`config.mk`:
```
export PLATFORM = sky130hd
export DESIGN_NAME = abfb_queue
export DESIGN_NICKNAME = d
export VERILOG_FILES = /design/src/abfb_pkg.sv /design/src/abfb_queue.sv
export SDC_FILE = /design/constraint.sdc
export NUM_CORES = 1
export LEC_CHECK = 0
export BUFFER_PORTS_ARGS = -buffer_cell sky130_fd_sc_hd__buf_4
export CAP_MARGIN = 20
export CORE_UTILIZATION = 55
export DETAILED_ROUTE_END_ITERATION = 12
export PLACE_DENSITY = 0.83
export SETUP_SLACK_MARGIN = 0.05
export SKIP_CTS_REPAIR_TIMING = 1
export SLEW_MARGIN = 20
export SYNTH_ARGS = -nofsm -noshare
export SYNTH_HDL_FRONTEND = slang
export SYNTH_SLANG_ARGS = --single-unit
```
`constraint.sdc`:
```
create_clock -name clock -period 8.05 [get_ports clock]
set_clock_uncertainty 0.1 [all_clocks]
set_input_delay 0 -clock clock [delete_from_list [all_inputs] [get_ports clock]]
set_output_delay 0 -clock clock [all_outputs]
set_load 0.02 [all_outputs]
```
`src/abfb_pkg.sv`:
```
package abfb_pkg;

   localparam int DEF_MAX_WIDTH  = 256;
   localparam int DEF_MAX_HEIGHT = 256;

   localparam int OP_W        = 3;
   localparam int COORD_W     = 16;
   localparam int PIXEL_W     = 32;
   localparam int DIM_W       = 9;
   localparam int CSR_INDEX_W = 1;
   localparam int CHAN_W      = 8;

   // largest size that a 9-bit register can ask for
   localparam int DIM_CAP = 511;

   localparam logic [DIM_W-1:0] RESET_DIM = 9'd256;

   localparam logic [OP_W-1:0] OP_WRITE     = 3'd0;
   localparam logic [OP_W-1:0] OP_BLEND     = 3'd1;
   localparam logic [OP_W-1:0] OP_READ      = 3'd2;
   localparam logic [OP_W-1:0] OP_FILL_ALL  = 3'd3;
   localparam logic [OP_W-1:0] OP_FILL_RECT = 3'd4;

   localparam logic [CSR_INDEX_W-1:0] REG_IMAGE_WIDTH  = 1'd0;
   localparam logic [CSR_INDEX_W-1:0] REG_IMAGE_HEIGHT = 1'd1;

   // floor(s / 255) == (s * 32897) >> 23 for every s up to 255 * 255
   localparam logic [15:0] RECIP_255   = 16'd32897;
   localparam int          RECIP_SHIFT = 23;

   typedef enum logic [2:0] {
      KIND_NOP,
      KIND_WRITE,
      KIND_BLEND,
      KIND_READ,
      KIND_FILL
   } kind_type;

   typedef struct packed {
      kind_type           kind;
      logic               hit;
      logic [PIXEL_W-1:0] pixel;
      logic [DIM_W-1:0]   x0;
      logic [DIM_W-1:0]   x1;
      logic [DIM_W-1:0]   y0;
      logic [DIM_W-1:0]   y1;
      logic [DIM_W-1:0]   stride;
   } cmd_type;

   typedef enum logic [2:0] {
      ST_CLEAR,
      ST_IDLE,
      ST_EXEC,
      ST_BLEND,
      ST_FILL,
      ST_HOLD
   } back_state_type;

endpackage

```
`src/abfb_queue.sv`:
```
module abfb_queue (
   input  logic              clock,
   input  logic              reset,
   input  logic              push,
   input  abfb_pkg::cmd_type push_cmd,
   input  logic              pop,
   output logic              q_valid,
   output logic              q_full,
   output abfb_pkg::cmd_type q_cmd
);
   import abfb_pkg::*;

   cmd_type    slot_ff [2];
   logic       wr_ptr_ff, wr_ptr_in;
   logic       rd_ptr_ff, rd_ptr_in;
   logic [1:0] count_ff, count_in;

   always_ff @(posedge clock) begin
      if (reset) begin
         wr_ptr_ff <= 1'b0;
         rd_ptr_ff <= 1'b0;
         count_ff  <= 2'd0;
      end else begin
         wr_ptr_ff <= wr_ptr_in;
         rd_ptr_ff <= rd_ptr_in;
         count_ff  <= count_in;
      end
   end

   always_ff @(posedge clock) begin
      if (push) begin
         slot_ff[wr_ptr_ff] <= push_cmd;
      end
   end

   always_comb begin
      wr_ptr_in = push ? ~wr_ptr_ff : wr_ptr_ff;
      rd_ptr_in = pop ? ~rd_ptr_ff : rd_ptr_ff;
      count_in  = count_ff;
      if (push && !pop) begin
         count_in = count_ff + 2'd1;
      end else if (pop && !push) begin
         count_in = count_ff - 2'd1;
      end
   end

   assign q_valid = (count_ff != 2'd0);
   assign q_full  = (count_ff == 2'd2);
   assign q_cmd   = slot_ff[rd_ptr_ff];

endmodule

```
### Yosys cells after proc, flatten, opt, wreduce, memory -nomap -nowiden

Memories as Yosys holds them, arrays and structs flattened. A register that Yosys moved wholly into a read port is not among the register bits.
Index checks and enable logic that the tools add are counted.

* input bits: 85
* bits in writable memories: 162
* word-level logic and storage cells: 21
* output and inout port bits: 83
* memories kept: 1
* flip-flop bits (word level): 4

* reduce and logical (&&, ||, !) cells: 6
* muxes and demuxes: 6
* $add $sub $neg: 2
* bitwise operators: 2
* equality and inequality tests: 1

Memories
* slot_ff: depth 2, bits a word 81, rd ports 1, clocked after memory_dff 1, wr ports 1, RTL line abfb_queue.sv:13 `cmd_type slot_ff [2];`

Operators with widths (count)
* 2-to-1 mux 1 bit: 4
* 2-to-1 mux 2 bit: 2
* nonzero test 2 bit: 2
* adder 2 x 1 -> 2 bit, second input constant: 1
* equality test 2 bit, second input constant: 1
* logical AND 1 bit: 2
* logical NOT 1 bit: 2
* NOT 1 bit: 2
* subtractor 2 x 1 -> 2 bit, second input constant: 1

### Longest topological paths before layout

* word-level depth: 4
* gate-level depth with buffers: 5
* mapped depth without buffers: 5

### Least setup slack after synthesis

No wires, ideal clock.

* path type: register to register
* start point: register wr_ptr_ff
* end point: memory slot_ff[0][0] in the netlist's numbering (enable)
* slack: 3.499 ns
* arrival time: 3.920 ns
* clock period less this slack: 4.551 ns
* library setup time: 0.531 ns
* path buffers: 0
* data required time: 7.419 ns
* stages on the path, launching flop included: 2
* path through: dfxtp_1 -> nor2b_1

RTL lines
* start, declared: RTL line abfb_queue.sv:14 `logic wr_ptr_ff, wr_ptr_in;`
* start signal, assigned: RTL line abfb_queue.sv:24 `wr_ptr_ff <= wr_ptr_in;`
* end, declared: RTL line abfb_queue.sv:13

No word-level cell before the write port.

==> flow_metrics.py <==
metrics = {
    "run_status": {
        "status": "complete, no violations",
    },
    "setup_path": {
        "critPathLaunchType": "flop",
        "cp.required_ns": 7.95,
        "cp-end-kind": "output pin",
        "path_cells": "mux2_2 > buf_4",
        "crit_path_top_delay_cell": "dfxtp_4",
        "critPathTopFamily": "flip-flops",
        "crit_buf_inv": 1,
        "r2r_start": "wr_ptr_ff",
        "cp_max_fo": 81,
        "r2r_slack_ns": 5.73,
        "worst-setup-path-type": "reg -> out",
        "cp_slowest_stage_delay_ns": 1.03,
        "worstRegToRegCells": 2,
        "cp.arrival_ns": 2.25,
        "rr_endpoint": "slot_ff[0][45]",
    },
    "routing": {
        "drc": 0,
        "routed_wl_mm": 13.0,
        "via_per_inst": 5.04,
        "first_iter_violations": 153,
        "routedWlPerCell_um": 18.7,
        "routed-via-count": 3488,
        "ant_nets": 0,
        "dr.pass1.iters": 4,
    },
    "clock_network": {
        "root_buffer": "clkbuf_8",
        "tritoncts": "done",
        "cts_buffers": 17,
        "clkLatencyLatePin_ns": 0.51,
        "htree_levels": 4,
        "clock_sinks": 167,
        "clk_pin_slew_ns": 0.06,
        "clock_path_buffers": 2,
    },
    "power_and_ir_drop": {
        "combPwrFrac": 0.149,
        "switching_share": 0.244,
        "p_sw_w": 0.000502,
        "vdd_drop_max_mv": 0.152,
        "p_leak_nw": 3.35,
        "p_per_area_nw_per_um2": 233,
        "intPower_w": 0.00155,
        "fin_total_pwr_w": 0.00206,
        "seqPwrFrac": 0.508,
        "p_clk_frac": 0.343,
    },
    "floorplan": {
        "dieHeight_um": 107,
        "rows": 38,
        "dieWidth_um": 107,
        "num_io_pins": 168,
        "dieArea_um2": 11500,
        "start_util": 0.564,
        "coreArea_um2": 10800,
    },
    "sta": {
        "drv_slew": 0,
        "finalSetupViolCount": 0,
        "tightestPinTransition_ns": 1.11,
        "rsz0062_at_grt": "false",
        "hold_viol": 0,
        "fin_crit_ns": 2.35,
        "relSlewSlack": 0.259,
        "fin_setup_tns_ns": 0,
        "period_share": 0.291,
        "fmaxAchievable_mhz": 426,
    },
    "layout": {
        "drive_above_1_share": 0.515,
        "nNetsFinal": 624,
        "final_common_cell": "buf_4",
        "stdcell_area_um2": 8840,
        "final_cell_mix": "168 x buf_4, 162 x edfxtp_1, 85 x dlygate4sd3_1, 81 x mux2_2, 16 x clkbuf_16",
        "syn_to_final_growth_pct": 45.2,
        "fillers": 525,
        "utilization": 0.819,
    },
    "synthesis": {
        "seq_area_frac_synth": 0.816,
        "synth_ff_type": "edfxtp_1",
        "yosys.area.top_type_share": 0.800,
        "synth_cell_type_count": 17,
        "avgSynthCellArea_um2": 22.2,
        "synth_area_um2": 6080,
        "syn-num-nets": 360,
        "synth_seq_cells": 167,
        "yosys-top-cells-area": "edfxtp_1 80%, mux2_2 15%, dfxtp_1 1.6%, buf_6 1.5%, xnor2_1 0.29%",
        "synth_cells": 274,
        "synth_edf_count": 162,
        "yosysWarnings": 0,
        "synth_top_area_cell": "edfxtp_1",
        "synthArstFlopShare": 0,
    },
    "run": {
        "drv_cap": 0,
    },
    "global_routing": {
        "track_usage": 0.194,
        "grt_overflow_total": 0,
        "grt_pass1_vias": 3232,
        "grt_max_degree": 82,
        "grt_antenna_before_repair": 1,
        "grt_pass1_wl_mm": 16.1,
    },
    "worst_hold_path": {
        "min_path_cells": 2,
        "hold_start": "push_cmd[34]",
        "hold_path.class": "in -> reg",
        "holdPathEnd": "slot_ff[0][34]",
    },
    "place": {
        "placed_area_um2": 7440,
        "place.detailed.hpwl_mm": 6.73,
        "port_buffers": 167,
        "globalplace.congestion": 0.692,
    },
}
-- Yosys cell counts, drive strengths merged, types with 2 or more instances --
cell    count
buf         9
dfxtp       5
edfxtp    162
mux2       81
nor2        4
xnor2       2
xor2        2
-- sequential cells by signal, summed over array words and instances, names as in the netlist, named ones only --
signal	count
slot_ff	162
count_ff	2
rd_ptr_ff	1
wr_ptr_ff	1
-- power by group through the flow --
stage               registers (W)  logic (W)  clock network [W]
CTS                       0.00104   0.000268           0.000713
global route              0.00105   0.000322           0.000753
floorplan                 0.00105   0.000162                  0
finish                    0.00104   0.000307           0.000706
detailed placement        0.00106   0.000265                  0
global placement          0.00106   0.000260                  0
-- worst reg2reg max path, cell delays in order (launching register included) --
cell     delay, ns
dfxtp_1       0.35
nor2b_4       0.80
buf_4         0.68
-- metal layers --
| layer | GRT usage | routed length (um) |
|---|---|---|
| met3 | 0.0541 | 531 |
| met2 | 0.336 | 7380 |
| met1 | 0.215 | 4660 |
| met5 | 0 | 0 |
| met4 | 0.109 | 404 |
-- cells by family after synthesis --
| logic type | share of synthesized area |
|---|---|
| flops | 0.816 |
| mux | 0.150 |
| buf+inv | 0.0167 |
| simple gates | 0.00802 |
| xor+xnor | 0.00576 |
| compound gates | 0.00164 |
| fa+ha+maj | 0.00206 |
-- final cells by class --
type / count / area, um2 / area share
Tap cell: 140 / 175 / 0.0198
Clock buffer: 17 / 414 / 0.0469
Timing Repair Buffer: 254 / 2140 / 0.242
Sequential cell: 167 / 4970 / 0.562
Inverter: 1 / 3.75 / 0.000425
Antenna cell: 1 / 2.50 / 0.000283
Multi-Input combinational cell: 97 / 1030 / 0.116
Clock inverter: 15 / 104 / 0.0118
-- how the worst max path moves through the flow --
stage                      to  slack, ns  cells after the start
4_1_cts        slot_ff[0][40]       5.68                      2
5_1_grt        slot_ff[0][40]       5.56                      2
3_5_place_dp    slot_ff[0][2]       5.71                      2
6_report            q_cmd[22]       5.70                      2
3_3_place_gp   slot_ff[0][78]       5.73                      2
2_1_floorplan   slot_ff[0][0]       3.50                      1
-- per-stage QoR --
stage / std cells / hold slack [ns] / worst slack (ns)
after floorplan: 274 / -0.0309 / 3.50
after global placement: 573 / 0.0851 / 5.73
after detailed placement: 573 / 0.0874 / 5.71
after CTS: 605 / -0.460 / 5.68
after global routing: 692 / 0.0850 / 5.56
final: 692 / 0.115 / 5.70
Power figures use the tool's default switching activity.
