File: config.mk
export PLATFORM = sky130hd
export DESIGN_NAME = abfb_front
export DESIGN_NICKNAME = d
export VERILOG_FILES = /design/src/abfb_pkg.sv /design/src/abfb_front.sv
export SDC_FILE = /design/constraint.sdc
export NUM_CORES = 1
export LEC_CHECK = 0
export BUFFER_PORTS_ARGS = -buffer_cell sky130_fd_sc_hd__buf_2
export CORE_MARGIN = 2
export CORE_UTILIZATION = 38
export CTS_CLUSTER_DIAMETER = 50
export DETAILED_ROUTE_END_ITERATION = 10
export PLACE_DENSITY_LB_ADDON = 0.15
export SLEW_MARGIN = 15
export SYNTH_ARGS = -nofsm -noshare
export SYNTH_HDL_FRONTEND = slang
export SYNTH_SLANG_ARGS = --single-unit
File: constraint.sdc
create_clock -name clock -period 7.9 [get_ports clock]
set_input_delay 0.79 -clock clock [delete_from_list [all_inputs] [get_ports clock]]
set_output_delay 0.79 -clock clock [all_outputs]
set_load 0.005 [all_outputs]
File: src/abfb_pkg.sv
package abfb_pkg;

   localparam int DEF_MAX_WIDTH  = 256;
   localparam int DEF_MAX_HEIGHT = 256;

   localparam int OP_W        = 3;
   localparam int COORD_W     = 16;
   localparam int PIXEL_W     = 32;
   localparam int DIM_W       = 9;
   localparam int CSR_INDEX_W = 1;
   localparam int CHAN_W      = 8;

   // largest size that a 9-bit register can ask for
   localparam int DIM_CAP = 511;

   localparam logic [DIM_W-1:0] RESET_DIM = 9'd256;

   localparam logic [OP_W-1:0] OP_WRITE     = 3'd0;
   localparam logic [OP_W-1:0] OP_BLEND     = 3'd1;
   localparam logic [OP_W-1:0] OP_READ      = 3'd2;
   localparam logic [OP_W-1:0] OP_FILL_ALL  = 3'd3;
   localparam logic [OP_W-1:0] OP_FILL_RECT = 3'd4;

   localparam logic [CSR_INDEX_W-1:0] REG_IMAGE_WIDTH  = 1'd0;
   localparam logic [CSR_INDEX_W-1:0] REG_IMAGE_HEIGHT = 1'd1;

   // floor(s / 255) == (s * 32897) >> 23 for every s up to 255 * 255
   localparam logic [15:0] RECIP_255   = 16'd32897;
   localparam int          RECIP_SHIFT = 23;

   typedef enum logic [2:0] {
      KIND_NOP,
      KIND_WRITE,
      KIND_BLEND,
      KIND_READ,
      KIND_FILL
   } kind_type;

   typedef struct packed {
      kind_type           kind;
      logic               hit;
      logic [PIXEL_W-1:0] pixel;
      logic [DIM_W-1:0]   x0;
      logic [DIM_W-1:0]   x1;
      logic [DIM_W-1:0]   y0;
      logic [DIM_W-1:0]   y1;
      logic [DIM_W-1:0]   stride;
   } cmd_type;

   typedef enum logic [2:0] {
      ST_CLEAR,
      ST_IDLE,
      ST_EXEC,
      ST_BLEND,
      ST_FILL,
      ST_HOLD
   } back_state_type;

endpackage

File: src/abfb_front.sv
module abfb_front #(
   parameter int MAX_WIDTH  = abfb_pkg::DEF_MAX_WIDTH,
   parameter int MAX_HEIGHT = abfb_pkg::DEF_MAX_HEIGHT
) (
   input  logic                                   clock,
   input  logic                                   reset,
   input  logic                                   req_valid,
   output logic                                   req_stall,
   input  logic [abfb_pkg::OP_W-1:0]              req_op,
   input  logic signed [abfb_pkg::COORD_W-1:0]    req_x_pos,
   input  logic signed [abfb_pkg::COORD_W-1:0]    req_y_pos,
   input  logic signed [abfb_pkg::COORD_W-1:0]    req_x_end,
   input  logic signed [abfb_pkg::COORD_W-1:0]    req_y_end,
   input  logic [abfb_pkg::PIXEL_W-1:0]           req_pixel_in,
   input  logic                                   csr_we,
   input  logic [abfb_pkg::CSR_INDEX_W-1:0]       csr_index,
   input  logic [abfb_pkg::DIM_W-1:0]             csr_wdata,
   input  logic                                   q_full,
   input  logic                                   clearing,
   output logic                                   push,
   output abfb_pkg::cmd_type                      cmd
);
   import abfb_pkg::*;

   localparam int W_CAP = (MAX_WIDTH < DIM_CAP) ? MAX_WIDTH : DIM_CAP;
   localparam int H_CAP = (MAX_HEIGHT < DIM_CAP) ? MAX_HEIGHT : DIM_CAP;

   logic [DIM_W-1:0] width_ff, width_in;
   logic [DIM_W-1:0] height_ff, height_in;
   logic [DIM_W-1:0] eff_w, eff_h;

   logic signed [COORD_W:0] xs, ys, xes, yes, ws, hs, wm1, hm1;
   logic signed [COORD_W:0] x0s, y0s, x1s, y1s;
   logic                    in_image, rect_hit, all_hit;

   always_ff @(posedge clock) begin
      if (reset) begin
         width_ff  <= RESET_DIM;
         height_ff <= RESET_DIM;
      end else begin
         width_ff  <= width_in;
         height_ff <= height_in;
      end
   end

   always_comb begin
      width_in  = width_ff;
      height_in = height_ff;
      if (csr_we) begin
         case (csr_index)
            REG_IMAGE_WIDTH:  width_in  = csr_wdata;
            REG_IMAGE_HEIGHT: height_in = csr_wdata;
            default: ;
         endcase
      end
   end

   assign eff_w = (width_ff > DIM_W'(W_CAP)) ? DIM_W'(W_CAP) : width_ff;
   assign eff_h = (height_ff > DIM_W'(H_CAP)) ? DIM_W'(H_CAP) : height_ff;

   assign req_stall = q_full | clearing;
   assign push      = req_valid & ~req_stall;

   always_comb begin
      xs  = (COORD_W+1)'(req_x_pos);
      ys  = (COORD_W+1)'(req_y_pos);
      xes = (COORD_W+1)'(req_x_end);
      yes = (COORD_W+1)'(req_y_end);
      ws  = $signed({{(COORD_W+1-DIM_W){1'b0}}, eff_w});
      hs  = $signed({{(COORD_W+1-DIM_W){1'b0}}, eff_h});
      wm1 = ws - 17'sd1;
      hm1 = hs - 17'sd1;

      in_image = (xs >= 17'sd0) && (ys >= 17'sd0) && (xs < ws) && (ys < hs);

      // clip the rectangle to the image
      x0s = (xs < 17'sd0) ? 17'sd0 : xs;
      y0s = (ys < 17'sd0) ? 17'sd0 : ys;
      x1s = (xes < wm1) ? xes : wm1;
      y1s = (yes < hm1) ? yes : hm1;
      rect_hit = (x0s <= x1s) && (y0s <= y1s);
      all_hit  = (eff_w != '0) && (eff_h != '0);

      cmd.kind   = KIND_NOP;
      cmd.hit    = 1'b0;
      cmd.pixel  = req_pixel_in;
      cmd.x0     = xs[DIM_W-1:0];
      cmd.x1     = xs[DIM_W-1:0];
      cmd.y0     = ys[DIM_W-1:0];
      cmd.y1     = ys[DIM_W-1:0];
      cmd.stride = eff_w;

      case (req_op)
         OP_WRITE: begin
            cmd.kind = KIND_WRITE;
            cmd.hit  = in_image;
         end
         OP_BLEND: begin
            cmd.kind = KIND_BLEND;
            cmd.hit  = in_image;
         end
         OP_READ: begin
            cmd.kind = KIND_READ;
            cmd.hit  = in_image;
         end
         OP_FILL_ALL: begin
            cmd.kind = KIND_FILL;
            cmd.hit  = all_hit;
            cmd.x0   = '0;
            cmd.y0   = '0;
            cmd.x1   = wm1[DIM_W-1:0];
            cmd.y1   = hm1[DIM_W-1:0];
         end
         OP_FILL_RECT: begin
            cmd.kind = KIND_FILL;
            cmd.hit  = rect_hit;
            cmd.x0   = x0s[DIM_W-1:0];
            cmd.y0   = y0s[DIM_W-1:0];
            cmd.x1   = x1s[DIM_W-1:0];
            cmd.y1   = y1s[DIM_W-1:0];
         end
         default: ;
      endcase
   end

endmodule

## Word level (Yosys, flattened, before mapping)

Cells that the tools add are included.

- Bits in registers: 18
- Logic and storage cells: 42

- Reduce and logical (&&, ||, !) cells: 10
- Order comparisons: 12
- Multiplexer cells: 8
- $add $sub $neg: 2
- Bitwise logic cells: 4
- Equality and inequality tests: 4

Operators by type and width:

| operator | number |
|---|---|
| $pmux 36 s2 | 1 |
| $mux 17 | 4 |
| $lt 16x10->1 | 4 |
| $le 17x17->1 | 2 |
| $ge 16x1->1 const B | 2 |
| $lt 16x1->1 const B | 2 |
| $pmux 4 s5 | 1 |
| $sub 9x1->10 const B | 2 |
| $gt 9x9->1 const B | 2 |
| $mux 9 | 2 |
| $reduce_bool 9->1 | 2 |
| $eq 3x2->1 const B | 2 |
| $logic_and 1x1->1 | 5 |
| $reduce_and 2->1 | 2 |
| $eq 3x1->1 const B | 1 |
| $eq 3x3->1 const B | 1 |
| $logic_not 3->1 | 1 |
| $not 1->1 | 2 |
| $and 1x1->1 | 1 |
| $or 1x1->1 | 1 |

## Longest topological paths before layout

- Depth after elaboration: 8
- Depth in mapped cells: 24
- Mapped depth without buffers: 22

## Least setup slack after synthesis

Ideal clock, no wire load.

- Path kind: flip-flop to output port
- From: register height_ff[4]
- To: output cmd[77] (netlist name)
- Path slack: 1.865 ns
- Buffers on the path: 1
- Data required time: 7.110 ns
- Arrival: 5.245 ns
- Cell stages (with the launch flop): 20
- Cells stage by stage: dfxtp_1 -> or3_1 -> or4_1 -> or4_1 -> ha_1 -> nand4_2 -> a211oi_1 -> a2111oi_0 -> o211ai_2 -> xor2_4 -> buf_4 -> mux2i_1 -> ha_1 -> nand2b_1 -> a21oi_1 -> o31a_1 -> o21ai_0 -> a31oi_1 -> a221o_1 -> o41ai_2

RTL lines:

| what | line | text |
|---|---|---|
| start: declaration | abfb_front.sv:29 | `logic [DIM_W-1:0] height_ff, height_in;` |
| start signal: assignment | abfb_front.sv:42 | `height_ff <= height_in;` |
| end: declaration | abfb_front.sv:21 | `output abfb_pkg::cmd_type cmd` |

==> run metrics <==
Final Hold Viols 0; row count 37; CP max FO 19; Port Buf Inserts 133; mean number of vias per cell about 5.5; sequential-to-total area share from yosys stat 8.96%; relative slew slack 44.7%; Hold Worst Slack 0.450 ns; Power Dens Cells slightly below 100 mW/mm2; hold depth 2; clk sinks 18; Max Root-Sink Buffers 2; routability cong. ~0.85; clock-pin transition on the worst setup and hold timing paths 0.06 ns; DR pass1 iterations 4; Worst Tran Pin Value roughly 0.83 ns; setup ws final approximately 0.84 ns; FMAX between 100 and 150 MHz; post-synthesis mux area share under 10%; WL met1 about 5.8 mm; die height roughly 110 um; post-synthesis cell count about 560; Most used DFF post-synth dfxtp_1; Seq cells post-synth 18; antenna cells 0; Post-synth EDFFs 0; Critical Path End Type output pin; Netlist cell types 55; fin crit period roughly 7.1 ns; Routed wire per std cell ~16 um; CTS tree yes; largest net degree at the start of global routing 26; Async SR Flop Fraction 0%; WP data required 7.11 ns; Setup-failing EPs final 0; vias between 4000 and 5000; initial cell density of the core 39.0%; max-slew violation count 0; crit start category flop; P&R area growth vs syn 14.4%; first-pass GRT wire length about 20 mm; Synth Area in Compound Gates 21.2%; number of fill cells in the layout about 1100; TritonCTS buffer count 3; Post-CTS Hold Fix Bufs 0; # DRC 0; post_cts resized 0; total track usage about 22%; Place WS 1.15 ns; status complete, no violations; final core occ ~45%; DIE AREA about 0.011 mm2; share of cells above drive strength 1 a little under a quarter; HPWL Detailed 10.7 mm; setup total negative slack 0 ns; initial DRC count ~220; core area a little over 0.01 mm2; htree depth 1; Antenna Nets Post-Route 0; IO Count just under 200; R2R cell count 3; Skew-Pair Late Insertion Delay about 0.25 ns; Synth Area in Adders around a quarter; critical path class flop to output pin; combinational family with the most area after synthesis simple AND/OR/NAND/NOR gates; XOR/XNOR share of the synthesized area 3.30%; static leakage approximately 2.3 nW; most area-consuming cells after synthesis ha_1 (25%), dfxtp_1 (9.0%), a21oi_1 (7.8%), buf_4 (6.2%), nand2_1 (6.1%); WL met2 5.91 mm; Mapped Area 0.00402 mm2; crit share post-route 89.4%; post-synth top area share 24.9%; Mapped Avg Cell Area 7.22 um2; RSZ-0062 raised after global routing no; worst min-delay path category flop to flop; CP arrival between 6 and 7 ns; yosys synthesis warning count 0; Max Cap Viol 0; post-synthesis net count 752; post-CTS setup buffer count 0; top sig layer met4; clock skew 0 ns; die span in x between 100 and 150 um; Max rail drop VDD around 0.000083 V; area leader, netlist ha_1; final net count 840; antenna violations before repair 0; GRT Residual Overflow 0; total wire length around 13 mm; DR WL met3 around 750 um; simple-gate share of the synthesized area 28.8%; Clock Tree Root clkbuf_8; vias in the first global route 4087
==> synth_stat cells, drive strengths merged (2+ instances only) <==
master / number
nor2: 49
clkbuf: 13
nor4: 6
o21ai: 17
a21o: 5
inv: 25
nand3: 13
o221ai: 7
dfxtp: 18
o41ai: 3
o21a: 4
nand2: 65
or2: 3
nand2b: 10
nor2b: 36
a31oi: 2
o211ai: 2
mux2i: 8
a221o: 10
o31a: 2
and3: 4
xnor2: 9
o2111ai: 3
nand3b: 2
nor3: 4
ha: 80
or4: 2
buf: 38
a21oi: 63
nand4: 11
mux2: 2
a211oi: 3
and2: 22
a2111oi: 2
xor2: 4
==> registers in the layout, indices dropped and copies added (netlist names) <==
| register | flops |
|---|---|
| height_ff | 9 |
| width_ff | 9 |
==> logic make-up (layout without fill, tap and decap cells) <==
family,Yosys count,after routing
AOI/OAI and AO/OA,130,130
adders and majority gates,80,80
buffers and inverters,76,163
muxes,10,10
xor gates and xnor gates,13,13
and+or+nand+nor,230,230
DFF,18,18
==> final timing paths <==
path	startpoint	to	slack (ns)
worst max-delay path	height_ff[4]	cmd[77]	0.84
worst min-delay path	width_ff[1]	width_ff[1]	0.45
worst max register to register	width_ff[8]	width_ff[8]	6.80
worst min register to register	width_ff[1]	width_ff[1]	0.45
==> per-stage QoR <==
stage / total power, mW / cells / area [um2]
after floorplan: 0.299 / 557 / 4020
after global placement: 0.378 / 776 / 4550
after detailed placement: 0.382 / 776 / 4550
after CTS: 0.456 / 780 / 4600
after global routing: 0.497 / 780 / 4600
final: 0.453 / 780 / 4600
==> area by class of cell <==
| cell class | instances | area [um2] | share of cell area, % |
|---|---|---|---|
| Multi-Input combinational cell | 463 | 3250 | 70.6 |
| Timing Repair Buffer | 134 | 673 | 14.6 |
| Sequential cell | 18 | 360 | 7.83 |
| Tap cell | 136 | 170 | 3.70 |
| Inverter | 25 | 93.8 | 2.04 |
| Clock buffer | 4 | 55.1 | 1.20 |
==> worst max-delay path, stage by stage, from the launching register on <==
cell	delay [ns]
dfxtp_1	0.33
or3_1	0.42
or4_1	0.44
or4_1	0.65
ha_1	0.49
nand4_2	0.18
a211oi_1	0.06
a2111oi_0	0.46
o211ai_2	0.24
xor2_4	0.59
mux2i_1	0.31
ha_1	0.28
a21oi_1	0.15
nor2b_1	0.06
o31a_1	0.23
o21ai_0	0.17
a31oi_1	0.12
a221o_1	0.29
o41ai_2	0.36
buf_2	0.18
==> layout by cell type (no fill, tap or decap), types with 4 or more instances in the layout <==
master	Yosys	routed
buf_2	4	133
ha_1	80	80
nand2_1	65	65
a21oi_1	63	63
nor2_1	48	48
nor2b_1	36	36
inv_1	25	25
and2_1	22	22
dfxtp_1	18	18
o21ai_0	17	17
nand3_1	13	13
nand2b_1	10	10
nand4_1	10	10
a221o_1	10	10
xnor2_1	9	9
mux2i_1	8	8
o221ai_1	7	7
nor4_1	6	6
a21o_1	5	5
nor3_1	4	4
and3_1	4	4
o21a_1	4	4
clkbuf_8	0	4
==> layer usage <==
layer | up-vias | track usage [%]
met1 | 2012 | 29.3
met2 | 139 | 37.2
met5 | - | 0
met4 | 0 | 4.55
li1 | 2143 | -
met3 | 22 | 1.58
==> power breakdown <==
| group | switching (mW) | internal (mW) |
|---|---|---|
| clock network | 0.0282 | 0.0442 |
| registers | 0.00459 | 0.0952 |
| logic | 0.158 | 0.123 |
Note: power is estimated with default switching activity, not from simulation.
